`src/rtl/wsd_pkg.sv`:
```
// ----------------------------------------------------------------------------
// wsd_pkg
// Shared types and constants of the WebSocket frame deframer.
// ----------------------------------------------------------------------------
package wsd_pkg;

   typedef enum logic [2:0] {
      PH_HDR0    = 3'd0,
      PH_HDR1    = 3'd1,
      PH_EXT     = 3'd2,
      PH_KEY     = 3'd3,
      PH_PAYLOAD = 3'd4
   } wsd_phase_type;

   typedef enum logic [2:0] {
      KIND_DATA     = 3'd0,
      KIND_EMPTY    = 3'd1,
      KIND_CLOSE    = 3'd2,
      KIND_NOMASK   = 3'd3,
      KIND_OVERSIZE = 3'd4
   } wsd_kind_type;

   localparam logic [3:0] OPCODE_CLOSE  = 4'h8;
   localparam logic [6:0] LEN_CODE_16   = 7'd126;
   localparam logic [6:0] LEN_CODE_64   = 7'd127;
   localparam logic [3:0] EXT_BYTES_16  = 4'd2;
   localparam logic [3:0] EXT_BYTES_64  = 4'd8;
   localparam logic [3:0] KEY_BYTES     = 4'd4;

   localparam logic       CSR_REQUIRE_MASK = 1'b0;
   localparam logic       CSR_MAX_BYTES    = 1'b1;
   localparam logic [31:0] MAX_BYTES_RESET = 32'd65536;

   localparam int QUEUE_DEPTH = 4;

   typedef struct packed {
      wsd_kind_type kind;
      logic [7:0]   raw_byte;
      logic [7:0]   key_byte;
      logic [3:0]   frame_opcode;
      logic [3:0]   message_opcode;
      logic         is_control;
      logic         frame_last;
      logic         message_last;
   } wsd_cmd_type;

endpackage

```
`src/rtl/wsd_req_if.sv`:
```
// ----------------------------------------------------------------------------
// wsd_req_if
// Request channel: one received stream byte per request.
// ----------------------------------------------------------------------------
interface wsd_req_if;
   logic       valid;
   logic       ready;
   logic [7:0] rx_byte;

   modport source (output valid, output rx_byte, input ready);
   modport sink   (input valid, input rx_byte, output ready);
endinterface

```
`src/rtl/wsd_rsp_if.sv`:
```
// ----------------------------------------------------------------------------
// wsd_rsp_if
// Result channel: at most one payload byte or event per request.
// ----------------------------------------------------------------------------
interface wsd_rsp_if;
   logic       valid;
   logic       ready;
   logic [2:0] result_kind;
   logic [7:0] data_byte;
   logic [3:0] frame_opcode;
   logic [3:0] message_opcode;
   logic       is_control;
   logic       frame_last;
   logic       message_last;

   modport source (output valid, output result_kind, output data_byte,
                   output frame_opcode, output message_opcode, output is_control,
                   output frame_last, output message_last, input ready);
   modport sink   (input valid, input result_kind, input data_byte,
                   input frame_opcode, input message_opcode, input is_control,
                   input frame_last, input message_last, output ready);
endinterface

```
`src/rtl/wsd_front.sv`:
```
// ----------------------------------------------------------------------------
// wsd_front
// Header parser: accepts stream bytes, tracks frame and message state,
// and pushes one command per result into the queue.
// ----------------------------------------------------------------------------
module wsd_front
   import wsd_pkg::*;
#(
   parameter int LENGTH_BITS = 64
) (
   input  logic        clock,
   input  logic        reset,
   wsd_req_if.sink     req,
   input  logic        csr_we,
   input  logic        csr_index,
   input  logic [31:0] csr_wdata,
   input  logic        q_full,
   output logic        q_push,
   output wsd_cmd_type q_cmd
);

   localparam int CmpW = (LENGTH_BITS > 32) ? LENGTH_BITS : 32;

   wsd_phase_type            phase_ff, phase_in;
   logic [3:0]               cnt_ff, cnt_in;
   logic                     fin_ff, fin_in;
   logic                     mask_ff, mask_in;
   logic [3:0]               op_ff, op_in;
   logic [3:0]               ffop_ff, ffop_in;
   logic [LENGTH_BITS-1:0]   rem_ff, rem_in;
   logic [31:0]              key_ff, key_in;
   logic [1:0]               mphase_ff, mphase_in;
   logic [31:0]              total_ff, total_in;
   logic                     halted_ff, halted_in;
   logic                     reqmask_ff;
   logic [31:0]              max_ff;

   logic                     accept, go;
   logic [7:0]               b;
   logic [6:0]               len7;
   logic                     hdr_close, nomask, code16, code64;
   logic                     mask_new, lk_go, data_frame, over;
   logic [LENGTH_BITS-1:0]   ext_len, len_new, sp_len, rem_dec;
   logic [31:0]              used, diff;
   logic [CmpW-1:0]          sum;
   logic                     sp_go, sp_empty, pay_last, frame_end;
   logic [7:0]               kb;

   assign req.ready = !q_full;
   assign accept    = req.valid && !q_full;
   assign go        = accept && !halted_ff;
   assign b         = req.rx_byte;
   assign len7      = b[6:0];

   always_comb begin
      hdr_close  = go && (phase_ff == PH_HDR0) && (b[3:0] == OPCODE_CLOSE);
      nomask     = go && (phase_ff == PH_HDR1) && reqmask_ff && !b[7];
      code16     = len7 == LEN_CODE_16;
      code64     = len7 == LEN_CODE_64;
      mask_new   = (phase_ff == PH_HDR1) ? b[7] : mask_ff;
      ext_len    = {rem_ff[LENGTH_BITS-9:0], b};
      lk_go      = go && (((phase_ff == PH_HDR1) && !nomask && !code16 && !code64) ||
                          ((phase_ff == PH_EXT) && (cnt_ff == 4'd1)));
      len_new    = (phase_ff == PH_HDR1) ? {{(LENGTH_BITS-7){1'b0}}, len7} : ext_len;
      data_frame = !op_ff[3];
      used       = data_frame ? total_ff : 32'd0;
      diff       = max_ff - used;
      over       = (used > max_ff) || (CmpW'(len_new) > CmpW'(diff));
      sum        = CmpW'(used) + CmpW'(len_new);
      sp_go      = (lk_go && !over && !mask_new) ||
                   (go && (phase_ff == PH_KEY) && (cnt_ff == 4'd1));
      sp_len     = (phase_ff == PH_KEY) ? rem_ff : len_new;
      sp_empty   = sp_len == '0;
      rem_dec    = rem_ff - 1'b1;
      pay_last   = rem_dec == '0;
      frame_end  = (sp_go && sp_empty) || (go && (phase_ff == PH_PAYLOAD) && pay_last);
      case (mphase_ff)
         2'd0:    kb = key_ff[31:24];
         2'd1:    kb = key_ff[23:16];
         2'd2:    kb = key_ff[15:8];
         default: kb = key_ff[7:0];
      endcase
      if (!mask_ff) begin
         kb = 8'd0;
      end
   end

   always_comb begin
      phase_in = phase_ff;
      if (go) begin
         case (phase_ff)
            PH_HDR0: phase_in = PH_HDR1;
            PH_HDR1: begin
               if (code16 || code64) begin
                  phase_in = PH_EXT;
               end
            end
            PH_EXT:     phase_in = PH_EXT;
            PH_KEY:     phase_in = PH_KEY;
            PH_PAYLOAD: phase_in = PH_PAYLOAD;
            default:    phase_in = PH_HDR0;
         endcase
         if (lk_go && !over && mask_new) begin
            phase_in = PH_KEY;
         end
         if (sp_go) begin
            phase_in = PH_PAYLOAD;
         end
         if (frame_end) begin
            phase_in = PH_HDR0;
         end
      end
   end

   always_comb begin
      cnt_in    = cnt_ff;
      fin_in    = fin_ff;
      mask_in   = mask_ff;
      op_in     = op_ff;
      ffop_in   = ffop_ff;
      rem_in    = rem_ff;
      key_in    = key_ff;
      mphase_in = mphase_ff;
      total_in  = total_ff;
      halted_in = halted_ff;
      q_push    = 1'b0;
      q_cmd     = '0;
      if (go) begin
         case (phase_ff)
            PH_HDR0: begin
               fin_in    = b[7];
               op_in     = b[3:0];
               mphase_in = 2'd0;
               rem_in    = '0;
               if (!hdr_close && !b[3] && (b[3:0] != 4'd0)) begin
                  ffop_in  = b[3:0];
                  total_in = 32'd0;
               end
            end
            PH_HDR1: begin
               mask_in = b[7];
               if (code16) begin
                  cnt_in = EXT_BYTES_16;
               end else if (code64) begin
                  cnt_in = EXT_BYTES_64;
               end else begin
                  rem_in = len_new;
               end
            end
            PH_EXT: begin
               cnt_in = cnt_ff - 4'd1;
               rem_in = ext_len;
            end
            PH_KEY: begin
               cnt_in = cnt_ff - 4'd1;
               key_in = {key_ff[23:0], b};
            end
            PH_PAYLOAD: begin
               mphase_in = mphase_ff + 2'd1;
               rem_in    = rem_dec;
            end
            default: begin
               rem_in = rem_ff;
            end
         endcase
         if (lk_go && !over) begin
            if (data_frame) begin
               total_in = sum[31:0];
            end
            if (mask_new) begin
               cnt_in = KEY_BYTES;
            end
         end
         if (frame_end && data_frame && fin_ff) begin
            total_in = 32'd0;
         end
         if (hdr_close || nomask || (lk_go && over)) begin
            halted_in = 1'b1;
         end
      end

      q_cmd.frame_opcode   = op_in;
      q_cmd.message_opcode = ffop_in;
      q_cmd.is_control     = op_in[3];
      if (hdr_close) begin
         q_push     = 1'b1;
         q_cmd.kind = KIND_CLOSE;
      end else if (nomask) begin
         q_push     = 1'b1;
         q_cmd.kind = KIND_NOMASK;
      end else if (lk_go && over) begin
         q_push     = 1'b1;
         q_cmd.kind = KIND_OVERSIZE;
      end else if (sp_go && sp_empty) begin
         q_push     = 1'b1;
         q_cmd.kind = KIND_EMPTY;
         q_cmd.frame_last = 1'b1;
      end else if (go && (phase_ff == PH_PAYLOAD)) begin
         q_push           = 1'b1;
         q_cmd.kind       = KIND_DATA;
         q_cmd.raw_byte   = b;
         q_cmd.key_byte   = kb;
         q_cmd.frame_last = pay_last;
      end
      q_cmd.message_last = q_cmd.frame_last && fin_in;
   end

   always_ff @(posedge clock) begin
      if (reset) begin
         phase_ff   <= PH_HDR0;
         cnt_ff     <= 4'd0;
         fin_ff     <= 1'b0;
         mask_ff    <= 1'b0;
         op_ff      <= 4'd0;
         ffop_ff    <= 4'd0;
         rem_ff     <= '0;
         key_ff     <= 32'd0;
         mphase_ff  <= 2'd0;
         total_ff   <= 32'd0;
         halted_ff  <= 1'b0;
         reqmask_ff <= 1'b1;
         max_ff     <= MAX_BYTES_RESET;
      end else begin
         phase_ff  <= phase_in;
         cnt_ff    <= cnt_in;
         fin_ff    <= fin_in;
         mask_ff   <= mask_in;
         op_ff     <= op_in;
         ffop_ff   <= ffop_in;
         rem_ff    <= rem_in;
         key_ff    <= key_in;
         mphase_ff <= mphase_in;
         total_ff  <= total_in;
         halted_ff <= halted_in;
         if (csr_we) begin
            case (csr_index)
               CSR_REQUIRE_MASK: reqmask_ff <= csr_wdata[0];
               CSR_MAX_BYTES:    max_ff     <= csr_wdata;
               default:          max_ff     <= max_ff;
            endcase
         end
      end
   end

endmodule

```
`src/rtl/wsd_queue.sv`:
```
// ----------------------------------------------------------------------------
// wsd_queue
// Short command queue between the parser and the result stage.
// ----------------------------------------------------------------------------
module wsd_queue
   import wsd_pkg::*;
(
   input  logic        clock,
   input  logic        reset,
   input  logic        push,
   input  wsd_cmd_type push_cmd,
   output logic        full,
   input  logic        pop,
   output logic        not_empty,
   output wsd_cmd_type head_cmd
);

   localparam int PtrW = $clog2(QUEUE_DEPTH);
   localparam int CntW = $clog2(QUEUE_DEPTH + 1);

   wsd_cmd_type         entry_ff [QUEUE_DEPTH];
   logic [PtrW-1:0]     wptr_ff, wptr_in;
   logic [PtrW-1:0]     rptr_ff, rptr_in;
   logic [CntW-1:0]     count_ff, count_in;

   assign full      = count_ff == CntW'(QUEUE_DEPTH);
   assign not_empty = count_ff != '0;
   assign head_cmd  = entry_ff[rptr_ff];

   always_comb begin
      wptr_in  = push ? wptr_ff + 1'b1 : wptr_ff;
      rptr_in  = pop  ? rptr_ff + 1'b1 : rptr_ff;
      count_in = count_ff + CntW'(push) - CntW'(pop);
   end

   always_ff @(posedge clock) begin
      if (push) begin
         entry_ff[wptr_ff] <= push_cmd;
      end
   end

   always_ff @(posedge clock) begin
      if (reset) begin
         wptr_ff  <= '0;
         rptr_ff  <= '0;
         count_ff <= '0;
      end else begin
         wptr_ff  <= wptr_in;
         rptr_ff  <= rptr_in;
         count_ff <= count_in;
      end
   end

endmodule

```
`src/rtl/wsd_back.sv`:
```
// ----------------------------------------------------------------------------
// wsd_back
// Result stage: unmasks payload bytes and holds the result register.
// ----------------------------------------------------------------------------
module wsd_back
   import wsd_pkg::*;
(
   input  logic        clock,
   input  logic        reset,
   input  logic        q_valid,
   input  wsd_cmd_type q_cmd,
   output logic        q_pop,
   wsd_rsp_if.source   rsp
);

   logic        valid_ff, valid_in;
   wsd_cmd_type out_ff, out_in;

   assign q_pop = q_valid && (!valid_ff || rsp.ready);

   always_comb begin
      valid_in = valid_ff;
      out_in   = out_ff;
      if (q_pop) begin
         valid_in        = 1'b1;
         out_in          = q_cmd;
         out_in.raw_byte = q_cmd.raw_byte ^ q_cmd.key_byte;
      end else if (rsp.ready) begin
         valid_in = 1'b0;
      end
   end

   always_ff @(posedge clock) begin
      out_ff <= out_in;
      if (reset) begin
         valid_ff <= 1'b0;
      end else begin
         valid_ff <= valid_in;
      end
   end

   assign rsp.valid          = valid_ff;
   assign rsp.result_kind    = out_ff.kind;
   assign rsp.data_byte      = out_ff.raw_byte;
   assign rsp.frame_opcode   = out_ff.frame_opcode;
   assign rsp.message_opcode = out_ff.message_opcode;
   assign rsp.is_control     = out_ff.is_control;
   assign rsp.frame_last     = out_ff.frame_last;
   assign rsp.message_last   = out_ff.message_last;

endmodule

```
`src/rtl/websocket_frame_deframer_unit.sv`:
```
// ----------------------------------------------------------------------------
// websocket_frame_deframer_unit
// Receive-side WebSocket frame parser with payload unmasking.
// ----------------------------------------------------------------------------
// Usage:
//   req_chan carries one received stream byte per request. rsp_chan returns
//   at most one result per byte: an unmasked payload byte or an event
//   (empty frame end, close, missing mask, oversize message).
//   csr_we/csr_index/csr_wdata write require_mask (index 0) and
//   max_message_bytes (index 1); write them only while the block is idle.
//   Throughput is one byte per cycle while the queue is not full, set by
//   the header parser, which updates its state on every accepted byte.
//   An accepted byte's result passes through the command queue and then
//   the result register before it reaches rsp_chan.
//   When the receiver stalls, the 4-entry queue and the result register
//   absorb results; req_chan.ready drops once the queue is full.
//   After close or an error, bytes are still taken but dropped.
//   Reset clears the parser, the queue pointers and the result register's
//   valid flag and restores the register defaults; there is no clearing pass.
// ----------------------------------------------------------------------------
module websocket_frame_deframer_unit
   import wsd_pkg::*;
#(
   parameter int LENGTH_BITS = 64
) (
   input  logic        clock,
   input  logic        reset,
   wsd_req_if.sink     req_chan,
   wsd_rsp_if.source   rsp_chan,
   input  logic        csr_we,
   input  logic        csr_index,
   input  logic [31:0] csr_wdata
);

   logic        q_full, q_push, q_pop, q_valid;
   wsd_cmd_type push_cmd, head_cmd;

   wsd_front #(
      .LENGTH_BITS (LENGTH_BITS)
   ) u_front (
      .clock     (clock),
      .reset     (reset),
      .req       (req_chan),
      .csr_we    (csr_we),
      .csr_index (csr_index),
      .csr_wdata (csr_wdata),
      .q_full    (q_full),
      .q_push    (q_push),
      .q_cmd     (push_cmd)
   );

   wsd_queue u_queue (
      .clock     (clock),
      .reset     (reset),
      .push      (q_push),
      .push_cmd  (push_cmd),
      .full      (q_full),
      .pop       (q_pop),
      .not_empty (q_valid),
      .head_cmd  (head_cmd)
   );

   wsd_back u_back (
      .clock   (clock),
      .reset   (reset),
      .q_valid (q_valid),
      .q_cmd   (head_cmd),
      .q_pop   (q_pop),
      .rsp     (rsp_chan)
   );

endmodule
```
`src/flat_wrapper.sv`:
```
// flat-port wrapper written by rule: the top's interface ports become plain ports
module websocket_frame_deframer_unit_flat import wsd_pkg::*;
#(
   parameter int LENGTH_BITS = 64
)
  (clock, reset, csr_we, csr_index, csr_wdata, req_chan_valid, req_chan_rx_byte, req_chan_ready, rsp_chan_valid, rsp_chan_result_kind, rsp_chan_data_byte, rsp_chan_frame_opcode, rsp_chan_message_opcode, rsp_chan_is_control, rsp_chan_frame_last, rsp_chan_message_last, rsp_chan_ready);
  wsd_req_if req_chan_i ();
  wsd_rsp_if rsp_chan_i ();
  input  logic clock;
  input  logic reset;
  input  logic csr_we;
  input  logic csr_index;
  input  logic [31:0] csr_wdata;
  input wire logic [$bits(req_chan_i.valid)-1:0] req_chan_valid;
  input wire logic [$bits(req_chan_i.rx_byte)-1:0] req_chan_rx_byte;
  output wire logic [$bits(req_chan_i.ready)-1:0] req_chan_ready;
  output wire logic [$bits(rsp_chan_i.valid)-1:0] rsp_chan_valid;
  output wire logic [$bits(rsp_chan_i.result_kind)-1:0] rsp_chan_result_kind;
  output wire logic [$bits(rsp_chan_i.data_byte)-1:0] rsp_chan_data_byte;
  output wire logic [$bits(rsp_chan_i.frame_opcode)-1:0] rsp_chan_frame_opcode;
  output wire logic [$bits(rsp_chan_i.message_opcode)-1:0] rsp_chan_message_opcode;
  output wire logic [$bits(rsp_chan_i.is_control)-1:0] rsp_chan_is_control;
  output wire logic [$bits(rsp_chan_i.frame_last)-1:0] rsp_chan_frame_last;
  output wire logic [$bits(rsp_chan_i.message_last)-1:0] rsp_chan_message_last;
  input wire logic [$bits(rsp_chan_i.ready)-1:0] rsp_chan_ready;
  assign req_chan_i.valid = req_chan_valid;
  assign req_chan_i.rx_byte = req_chan_rx_byte;
  assign req_chan_ready = req_chan_i.ready;
  assign rsp_chan_valid = rsp_chan_i.valid;
  assign rsp_chan_result_kind = rsp_chan_i.result_kind;
  assign rsp_chan_data_byte = rsp_chan_i.data_byte;
  assign rsp_chan_frame_opcode = rsp_chan_i.frame_opcode;
  assign rsp_chan_message_opcode = rsp_chan_i.message_opcode;
  assign rsp_chan_is_control = rsp_chan_i.is_control;
  assign rsp_chan_frame_last = rsp_chan_i.frame_last;
  assign rsp_chan_message_last = rsp_chan_i.message_last;
  assign rsp_chan_i.ready = rsp_chan_ready;
  websocket_frame_deframer_unit #(.LENGTH_BITS(LENGTH_BITS)) u_core (.clock(clock), .reset(reset), .req_chan(req_chan_i), .rsp_chan(rsp_chan_i), .csr_we(csr_we), .csr_index(csr_index), .csr_wdata(csr_wdata));
endmodule
```
`config.mk`:
```
export PLATFORM = sky130hd
export DESIGN_NAME = websocket_frame_deframer_unit_flat
export DESIGN_NICKNAME = d
export VERILOG_FILES = /design/src/rtl/wsd_pkg.sv /design/src/rtl/wsd_req_if.sv /design/src/rtl/wsd_rsp_if.sv /design/src/rtl/wsd_front.sv /design/src/rtl/wsd_queue.sv /design/src/rtl/wsd_back.sv /design/src/rtl/websocket_frame_deframer_unit.sv /design/src/flat_wrapper.sv
export SDC_FILE = /design/constraint.sdc
export NUM_CORES = 1
export LEC_CHECK = 0
export BUFFER_PORTS_ARGS = -buffer_cell sky130_fd_sc_hd__buf_2
export CAP_MARGIN = 10
export CORE_ASPECT_RATIO = 2
export CORE_MARGIN = 2
export CORE_UTILIZATION = 55
export DETAILED_ROUTE_END_ITERATION = 7
export GPL_TIMING_DRIVEN = 1
export PLACE_DENSITY_LB_ADDON = 0.2
export SETUP_SLACK_MARGIN = 0.4
export SYNTH_ARGS = -nofsm -noshare
export SYNTH_HDL_FRONTEND = slang
export SYNTH_SLANG_ARGS = --single-unit
```
`constraint.sdc`:
```
create_clock -name clock -period 11.4 [get_ports clock]
set_input_delay 2.28 -clock clock [delete_from_list [all_inputs] [get_ports clock]]
set_output_delay 2.28 -clock clock [all_outputs]
set_load 0.005 [all_outputs]
```
; ---- Yosys cells after proc, flatten, opt, wreduce, memory -nomap -nowiden
; Memories as Yosys holds them, arrays and structs flattened. A register that Yosys moved wholly into a read port is not among the register bits.
; Cells that the tools add are included.
[totals]
wordCells = 173
register_bits = 211
mem_count = 1
ramBits = 120
[op_classes]
muxes = 57
addsub = 9
magnitude_cmp = 2
n_reduce_logical = 64
eq_ne = 14
bitwise_logic = 2
[memory_table]
columns = name, depth, width, read_ports, rd_clocked_by_memory_dff, write_ports, line_no
row1 = u_core.u_queue.entry_ff, 4, 30, 1, 1, 1, wsd_queue.sv:21  ; wsd_cmd_type entry_ff [QUEUE_DEPTH];
[op_table]
columns = operator, count
row1 = 2-to-1 mux 64 bit, 4
row2 = one-hot mux 64 bit (4 select lines), 1
row3 = 2-to-1 mux 32 bit, 6
row4 = zero test 64 bit, 2
row5 = 2-to-1 mux 16 bit, 5
row6 = > comparator 64 x 32 -> 1 bit, 1
row7 = subtractor 64 x 1 -> 64 bit (second input constant), 1
row8 = 2-to-1 mux 4 bit, 9
row9 = adder 32 bit, 1
row10 = > comparator 32 bit, 1
row11 = subtractor 32 bit, 1
row12 = logical AND 1 bit, 27
row13 = one-hot mux 8 bit (3 select lines), 1
row14 = 2-to-1 mux 3 bit, 7
row15 = 2-to-1 mux 1 bit, 18
row16 = one-hot mux 3 bit (5 select lines), 1
row17 = == test 7 bit (second input constant), 2
row18 = zero test 1 bit, 12
row19 = AND reduction 2 bit, 6
row20 = logical OR 1 bit, 8
row21 = 2-to-1 mux 8 bit, 1
row22 = one-hot mux 4 bit (2 select lines), 1
row23 = nonzero test 4 bit, 2
row24 = XOR 8 bit, 1
row25 = other kinds (22), 29

; ---- Logic depth before layout (Yosys ltp)
; Gate-level depths: netlist of run 1.
[logic_depth]
word_depth = 23
depth_mapped = 32
ltp_nobuf = 30

; ---- Hierarchy
; From an unflattened synthesis of run 1, not the netlist that was laid out.
[hier_totals]
hier_cells = 2073
hier_area_um2 = 19074.5
[by_module_without_submodules]
columns = module, seq_area_each_um2, cells_each, area_each_um2, n_inst
row1 = wsd_front, 3623.5, 1840, 13520.5, 1
row2 = wsd_queue, 3783.6, 198, 4768.3, 1
row3 = wsd_back, 680.7, 35, 785.8, 1

; ---- Least setup slack after synthesis of run 1
; OpenSTA, ideal clock, no wires.
[synth_path]
path_kind = register -> register
from = register u_core.u_front.op_ff[3]
to = register u_core.u_queue.count_ff[2]
setup_time_ns = 0.128
path_stages_with_launch = 32
path_buffers = 2
arrival_ns = 6.298
required_ns = 11.272
path_slack_ns = 4.974
cell_sequence = dfxtp_1 clkbuf_1 clkbuf_1 nand2b_1 ha_1 nor2b_1 o21a_1 o21ai_0 a21oi_1 a21oi_1 o41ai_1 o41a_1 a41o_1 o211ai_1 and4b_1 nor3_1 ha_1 nand4_1 nor4_1 nand4_1 and3_1 a221oi_2 a31oi_1 nand2b_1 o211ai_1 inv_1 ha_1 inv_1 ha_1 fa_1 xnor2_1 nor2_1
[synth_between]
elab_chain_len = 15
elab_cells_between_ends = 17
[synth_rtl]
columns = element, line_no
row1 = from (decl), wsd_front.sv:28  ; logic [3:0] op_ff, op_in;
row2 = from (signal assigned), wsd_front.sv:228  ; op_ff <= op_in;
row3 = 2-to-1 mux 32 bit (*), wsd_front.sv:66  ; used = data_frame ? total_ff : 32'd0;
row4 = subtractor 32 bit, wsd_front.sv:67  ; diff = max_ff - used;
row5 = > comparator 64 x 32 -> 1 bit, wsd_front.sv:68  ; over = (used > max_ff) || (CmpW'(len_new) > CmpW'(diff));
row6 = logical OR 1 bit (*), wsd_front.sv:68
row7 = zero test 1 bit, wsd_front.sv:70  ; sp_go = (lk_go && !over && !mask_new) ||
row8 = logical AND 1 bit (2 in series), wsd_front.sv:70
row9 = logical OR 1 bit, wsd_front.sv:70
row10 = logical AND 1 bit, wsd_front.sv:194  ; end else if (sp_go && sp_empty) begin
row11 = 2-to-1 mux 1 bit, wsd_front.sv:194
row12 = 2-to-1 mux 1 bit (*), wsd_front.sv:191  ; end else if (lk_go && over) begin
row13 = 2-to-1 mux 1 bit (*), wsd_front.sv:188  ; end else if (nomask) begin
row14 = 2-to-1 mux 1 bit (*), wsd_front.sv:185  ; if (hdr_close) begin
row15 = adder 3 x 1 -> 3 bit (*), wsd_queue.sv:33  ; count_in = count_ff + CntW'(push) - CntW'(pop);
row16 = subtractor 3 x 1 -> 3 bit (*), wsd_queue.sv:33
row17 = to (signal assigned), wsd_queue.sv:50  ; count_ff <= count_in;
row18 = to (decl), wsd_queue.sv:24  ; logic [CntW-1:0] count_ff, count_in;
; Every way passes the cells marked *; elsewhere a longest branch is shown, timed or not.
; A chain may end at the register's enable or synchronous reset.

; ---- Worst setup path after layout of run 1
; Same ends and word-level chain as after synthesis.

==> metrics.md, run 1 <==
| Metric | Value |
|---|---|
| Post-detail-place hpwl | 42300 µm |
| Ant. Diodes | 0 |
| CTS tree | done |
| Fin crit share | 66.0% |
| Cell area after synthesis | 0.0196 mm² |
| Final Hold Viols | 0 |
| Max Cap Violations | 0 |
| Gr ovfl total | 0 |
| Final setup fails | 0 |
| Reg power frac | 37.0% |
| Gate power share | 33.2% |
| Initial drt markers | 1297 |
| Synth Instances | 2199 |
| Syn Nets | 2357 |
| Via count | 16900 |
| PwrDens | 179 mW/mm² |
| Synthesized-area fraction occupied by adder cells | 7.27% |
| Largest family of logic cells by synthesized area | simple AND/OR/NAND/NOR gates |
| Top FF cell, synth | dfxtp_1 |
| Instance area at placement | 0.0202 mm² |
| RSZ-0062 raised after global routing | no |
| Int Power | 2.49 mW |
| Yosys top cell area share | 21.0% |
| Fin area | 0.0213 mm² |
| Fin crit period | 7520 ps |
| Chip Height | 271 µm |
| Post-cts sizing count | 0 |
| Critical Path Source Type | register |
| Worst Max-Slew Pin Slew | 1090 ps |
| Final #Nets | 2352 |
| CP endpoint kind | register |
| Sequential area share after synthesis | 40.5% |
| Die area | 0.0372 mm² |
| Power share of the clock group | 29.9% |
| Rel. slew slack | 26.9% |
| Max VDD drop | 0.188 mV |
| Die X | 137 µm |
| Layout Cells excl Fill | 2664 |
| CP max-delay cell | nor4_1 |
| Critical Path Max Stage Delay | 540 ps |
| TritonCTS buffer count | 31 |
| Share of layout cells above drive strength 1 | 9.73% |
| Compound-gate portion of the synthesized area | 17.1% |
| Clock Tree Root | clkbuf_16 |
| Synth top area cells | edfxtp_1, dfxtp_1, ha_1 |
| Reg clk slew, reported paths | 60 ps |
| Later-pin clock latency in the skew report | 590 ps |
| I/O pin count | 70 |
| Avg Cell Area, Syn | 8.90 µm² |
| Hold Slack | 448 ps |
| Status | finished, final reports clean |
| CTS Buffer Depth | 3 |
| Synth async-reset ratio | 0% |
| Placeable Area | 0.0351 mm² |
| CP dominant cell by count | ha_1 |
| GRT Util Overall | 31.4% |
| Crit path DAT | 7970 ps |
| Post-synth EDFFs | 137 |
| Core Rows | 97 |
| Postcts setup bufs | 0 |
| Yosys warns | 0 |
| First-pass GRT wire length | 90700 µm |
| Setup TNS | 0 ps |
| P_leak | 8.58 nW |
| H-tree Lvls | 1 |
| Final Slew Violations | 0 |
| Final core occ | 60.8% |
| Antenna violations before repair | 1 |
| Vias in the first global route | 16800 |
| Yosys reg bits | 328 |
| Switch share | 34.8% |
| NetSw | 1.33 mW |
| First-pass DRT Iterations | 6 |
| GP Congestion | 0.983 |
| Cts hold-fix bufs | 0 |
| Cell count after placement | 2604 |
| Largest net degree at the start of global routing | 103 |
| Min-delay worst type | register to register |
| Drt total wl | 58400 µm |
| I/O Buffers | 69 |
| Layout Skew | 15.0 ps |
| Simple-gate area share of the yosys netlist | 21.3% |
| Vias per cell | 6.34 |
| Worst Path Max Fanout | 37 |
| DRT antenna net count | 0 |
| Number of distinct library cells after synthesis | 85 |
| FMAX | 133 MHz |
| Routed wire length per instance | 21.9 µm |
| DR DRC count | 0 |
| Area Growth Syn to Fin | 8.92% |
| Clk sinks | 328 |
| Mux share of post-synthesis cell area | 3.28% |
| Area leader, netlist | edfxtp_1 |
| WP data required | 11840 ps |
| XOR/XNOR Fraction of Synth Area | 6.44% |
| Critical setup path kind | register to register |
| Starting Density | 55.8% |
==> cell usage after synthesis (36+ instances only) <==
master	instances
xor2_1	72
nand2_1	249
o21ai_0	81
nand3_1	43
a22oi_1	59
xnor2_1	72
nor3_1	51
nor4_1	36
a21oi_1	198
inv_1	74
ha_1	109
nand2b_1	49
a21o_1	39
edfxtp_1	137
nor2_1	207
clkbuf_1	117
dfxtp_1	191
and2_1	36
==> critical path, delay by kind of cell (launching register included) <==
family                   cells  cell delay [ps]
AO/OA/AOI/OAI               11             2960
AND/OR/NAND/NOR             10             2010
buffers and inverters        3              470
XOR/XNOR                     1              200
flip-flops                   1              310
adder cells (fa/ha/maj)      5             1380
==> layout make-up <==
type	count	area [µm²]
Fill cell	3085	13700
Tap cell	445	557
Sequential cell	328	7940
Clock inverter	22	307
Timing Repair Buffer	94	567
Clock buffer	36	805
Multi-Input combinational cell	1664	10900
Inverter	75	282
==> cell usage in the layout (no fill, tap or decap), types with 12 or more instances in the layout <==
cell,Yosys,routed
a211oi_1,12,12
xor2_1,72,72
o21a_1,13,13
clkbuf_16,0,31
buf_2,5,68
ha_1,109,109
buf_4,1,23
o22ai_1,13,13
nand4_1,32,32
nand3_1,43,43
o21ai_0,81,81
and2_1,36,36
a22oi_1,59,59
nor2_1,207,204
o21bai_1,14,14
and3_1,20,20
mux4_2,21,21
edfxtp_1,137,137
or4_1,14,14
nor4_1,36,36
a21oi_1,198,197
or3_1,19,19
inv_1,74,74
xnor2_1,72,72
nor2b_1,33,33
nand2_1,249,249
dfxtp_1,191,191
a21o_1,39,39
nor3_1,51,51
nand2b_1,49,49
==> registers in the layout, indices dropped and copies added, names as in the netlist, 2 cells and up, named ones only <==
name                              flops
u_core.u_front.cnt_ff                 4
u_core.u_front.key_ff                32
u_core.u_front.max_ff                32
u_core.u_back.rsp.result_kind         3
u_core.u_front.mphase_ff              2
u_core.u_back.rsp.data_byte           8
u_core.u_back.rsp.frame_opcode        4
u_core.u_front.op_ff                  4
u_core.u_front.rem_ff                64
u_core.u_queue.count_ff               3
u_core.u_queue.rptr_ff                2
u_core.u_queue.entry_ff             116
u_core.u_queue.wptr_ff                2
u_core.u_front.phase_ff               3
u_core.u_front.total_ff              32
u_core.u_front.ffop_ff                4
u_core.u_back.rsp.message_opcode      4
==> per-stage QoR <==
| step | power [mW] | setup slack (ps) |
|---|---|---|
| floorplan | 2.28 | 4970 |
| global placement | 2.65 | 4190 |
| detailed placement | 2.68 | 3960 |
| CTS | 3.82 | 3910 |
| global route | 4.01 | 3140 |
| finish | 3.82 | 3880 |
==> power groups by stage <==
stage / combinational [mW] / sequential [mW] / clock [mW]
after floorplan: 0.876 / 1.41 / 0
final: 1.27 / 1.41 / 1.14
after CTS: 1.25 / 1.41 / 1.16
after global routing: 1.38 / 1.42 / 1.21
after global placement: 1.22 / 1.43 / 0
after detailed placement: 1.24 / 1.44 / 0
==> path summary, 6_finish.rpt <==
path / start / endpoint / cells past startpoint / slack, ps
worst max-delay path: u_core.u_front.op_ff[3] / u_core.u_queue.count_ff[2] / 30 / 3880
worst min-delay path: u_core.u_front.total_ff[27] / u_core.u_front.total_ff[27] / 2 / 450
worst max register to register: u_core.u_front.op_ff[3] / u_core.u_queue.count_ff[2] / 30 / 3880
worst min register to register: u_core.u_front.total_ff[27] / u_core.u_front.total_ff[27] / 2 / 450
==> per-layer routing <==
metal | GRT usage (%) | routed length [µm] | share of wire (%) | vias to the layer above
met5 | 0 | 0 | 0 | -
met4 | 22.4 | 4820 | 8.3 | 0
met3 | 3.26 | 3140 | 5.4 | 240
met2 | 55.7 | 30300 | 52 | 713
met1 | 33.8 | 20200 | 35 | 8029
li1 | - | - | - | 7917
==> cells by family after synthesis <==
| group | Yosys count |
|---|---|
| buffers and inverters | 207 |
| and+or+nand+nor | 843 |
| AOI/OAI and AO/OA | 528 |
| muxes | 37 |
| DFF | 328 |
| xor gates and xnor gates | 144 |
| adders and majority gates | 112 |
Note: power is estimated with default switching activity, not from simulation.
==> inputs of run 2 (changes only) <==
- clock period: 11.4 -> 6.51 ns (I/O delays scaled with it)
==> run 2 against run 1 <==
Effect of this change: global-route usage grew 0.50 points; non-clock buffer count up 31; clock-buffer cell count rose by 2; wire length up 1.9%; final cell count increased by 1.2%; sequential power grew 74%; utilization up 2.0 points; worst setup slack worse by 3500 ps; fmax up 24%; die area unchanged; highest routed layer unchanged; clock skew rose by 0.53 ps; critical path depth fell by 1.
==> metrics.md, run 2 (synthesis results as in run 1) <==
| Metric | Value |
|---|---|
| Status | finished, final reports clean |
| Starting Density | 55.8% |
| Fin crit period | 6090 ps |
| Max Cap Violations | 0 |
| Max VDD drop | 0.367 mV |
| Worst Max-Slew Pin Slew | 1020 ps |
| Vias per cell | 6.29 |
| Share of layout cells above drive strength 1 | 13.5% |
| Final core occ | 62.8% |
| Die X | 137 µm |
| Crit path DAT | 6540 ps |
| Routed wire length per instance | 22.1 µm |
| DR DRC count | 0 |
| Final Slew Violations | 0 |
| Final setup fails | 0 |
| Layout Cells excl Fill | 2695 |
| Flop2flop setup slack | 420 ps |
| Later-pin clock latency in the skew report | 590 ps |
| Critical Path Source Type | register |
| Hold EP | u_core.u_front.total_ff[29] |
| Ant. Diodes | 0 |
| Hold Slack | 450 ps |
| Cell count after placement | 2620 |
| Layout Skew | 15.6 ps |
| CTS tree | done |
| Fin crit share | 93.5% |
| Via count | 17000 |
| GP Congestion | 0.983 |
| Worst R2R End | u_core.u_queue.count_ff[1] |
| Placeable Area | 0.0351 mm² |
| Drt total wl | 59500 µm |
| Setup TNS | 0 ps |
| Critical setup path kind | register to register |
| Final Hold Viols | 0 |
| Die area | 0.0372 mm² |
| Gr ovfl total | 0 |
| Reg2Reg Depth | 29 |
| Combined area of the multi-input logic cells | 0.0113 mm² |
| First-pass DRT Iterations | 7 |
| Int Power | 4.36 mW |
| Max reg flops | 116 |
| RSZ-0062 raised after global routing | yes |
| Critical Path Max Stage Delay | 440 ps |
| Largest net degree at the start of global routing | 93 |
| FMAX | 164 MHz |
| I/O pin count | 70 |
| NetSw | 2.34 mW |
| Switch share | 34.9% |
| CP max-delay cell | fa_2 |
| H-tree Lvls | 1 |
| P_leak | 8.81 nW |
| Min-delay worst type | register to register |
| I/O Buffers | 69 |
| WP data required | 6960 ps |
| Final #Nets | 2383 |
| Chip Height | 271 µm |
| Reg clk slew, reported paths | 70 ps |
| Gate power share | 34.9% |
| CP dominant cell by count | a21o_1 |
| Power share of the clock group | 28.6% |
| Reg power frac | 36.6% |
| FILL cells | 3017 |
| Area Growth Syn to Fin | 12.5% |
| CTS Buffer Depth | 3 |
| Reg2Reg Launch Point | u_core.u_front.total_ff[0] |
| PwrDens | 304 mW/mm² |
| Rel. slew slack | 31.6% |
| Hold Path Stages | 2 |
| Initial drt markers | 1265 |
| Vias in the first global route | 17000 |
| Cts hold-fix bufs | 0 |
| Biggest regs | u_core.u_queue.entry_ff: 116 flops, u_core.u_front.rem_ff: 64 flops |
| Clk sinks | 328 |
| TritonCTS buffer count | 31 |
| First-pass GRT wire length | 92000 µm |
| Worst Path Max Fanout | 3 |
| Total power draw | 6.70 mW |
| Core Rows | 97 |
| Post-detail-place hpwl | 43100 µm |
| Clock Tree Root | clkbuf_16 |
| Antenna violations before repair | 0 |
| CP endpoint kind | register |
| HP Start | u_core.u_front.total_ff[29] |
| Most common cell after layout, fill and taps aside | nand2_1 |
| Largest Register | u_core.u_queue.entry_ff |
| Storage element area | 0.00794 mm² |
| GRT Util Overall | 31.9% |
| Commonest cells after routing, fill and taps aside | nand2_1, nor2_1, a21oi_1, dfxtp_1, edfxtp_1 |
| DRT antenna net count | 0 |
-- run 2: metal layers --
layer / part of all wire [%] / GRT usage [%] / up-vias
li1: - / - / 7967
met1: 35 / 33.2 / 8098
met2: 51 / 56.3 / 628
met3: 5.0 / 3.95 / 261
met4: 9.2 / 25.1 / 0
met5: 0 / 0 / -
-- run 2: worst max-delay path: cells and delay by family, from the launching register on --
family	cells	cell delay, ps
adders and majority gates	6	1770
and+or+nand+nor	9	1690
buffers and inverters	3	310
xor gates and xnor gates	1	150
AOI/OAI and AO/OA	10	1720
DFF	1	310
-- run 2: final cells by class --
class | count | area share, %
well taps | 445 | 2.53
clock inverters | 20 | 1.19
inverters | 75 | 1.28
repair buffers | 125 | 3.82
clock buffers | 38 | 3.69
multi-input cells | 1664 | 51.5
flip-flops and latches | 328 | 36.0
-- run 2: timing repair --
action | 4_1_cts | 5_1_grt
pin swaps | 23 | 33
resized for setup | 36 | 32
buffers inserted | 8 | 6
gates cloned | 1 | 0
endpoints found under the setup margin | 126 | 148
-- run 2: metrics by stage --
step                setup slack [ps]  area [µm²]
floorplan                        424       19600
global placement                 180       20300
detailed placement             -7.03       20300
CTS                              401       21800
global route                     167       22000
finish                           423       22000
-- run 2: worst max-delay path by stage --
stage,from,depth (start not counted),endpoint
2_1_floorplan,u_core.u_front.op_ff[3],31,u_core.u_queue.count_ff[2]
3_3_place_gp,u_core.u_front.op_ff[3],28,u_core.u_queue.count_ff[2]
3_5_place_dp,u_core.u_front.op_ff[3],28,u_core.u_queue.count_ff[1]
4_1_cts,u_core.u_front.op_ff[3],29,u_core.u_queue.count_ff[1]
5_1_grt,u_core.u_front.op_ff[3],29,u_core.u_queue.count_ff[1]
6_report,u_core.u_front.total_ff[0],29,u_core.u_queue.count_ff[1]
-- run 2: power groups by stage --
| stage | Clock, mW | Sequential (mW) | Combinational (mW) |
|---|---|---|---|
| 2_1_floorplan | 0 | 2.46 | 1.54 |
| 3_3_place_gp | 0 | 2.48 | 2.19 |
| 3_5_place_dp | 0 | 2.49 | 2.22 |
| 4_1_cts | 1.95 | 2.45 | 2.28 |
| 5_1_grt | 2.04 | 2.47 | 2.54 |
| 6_report | 1.91 | 2.45 | 2.34 |
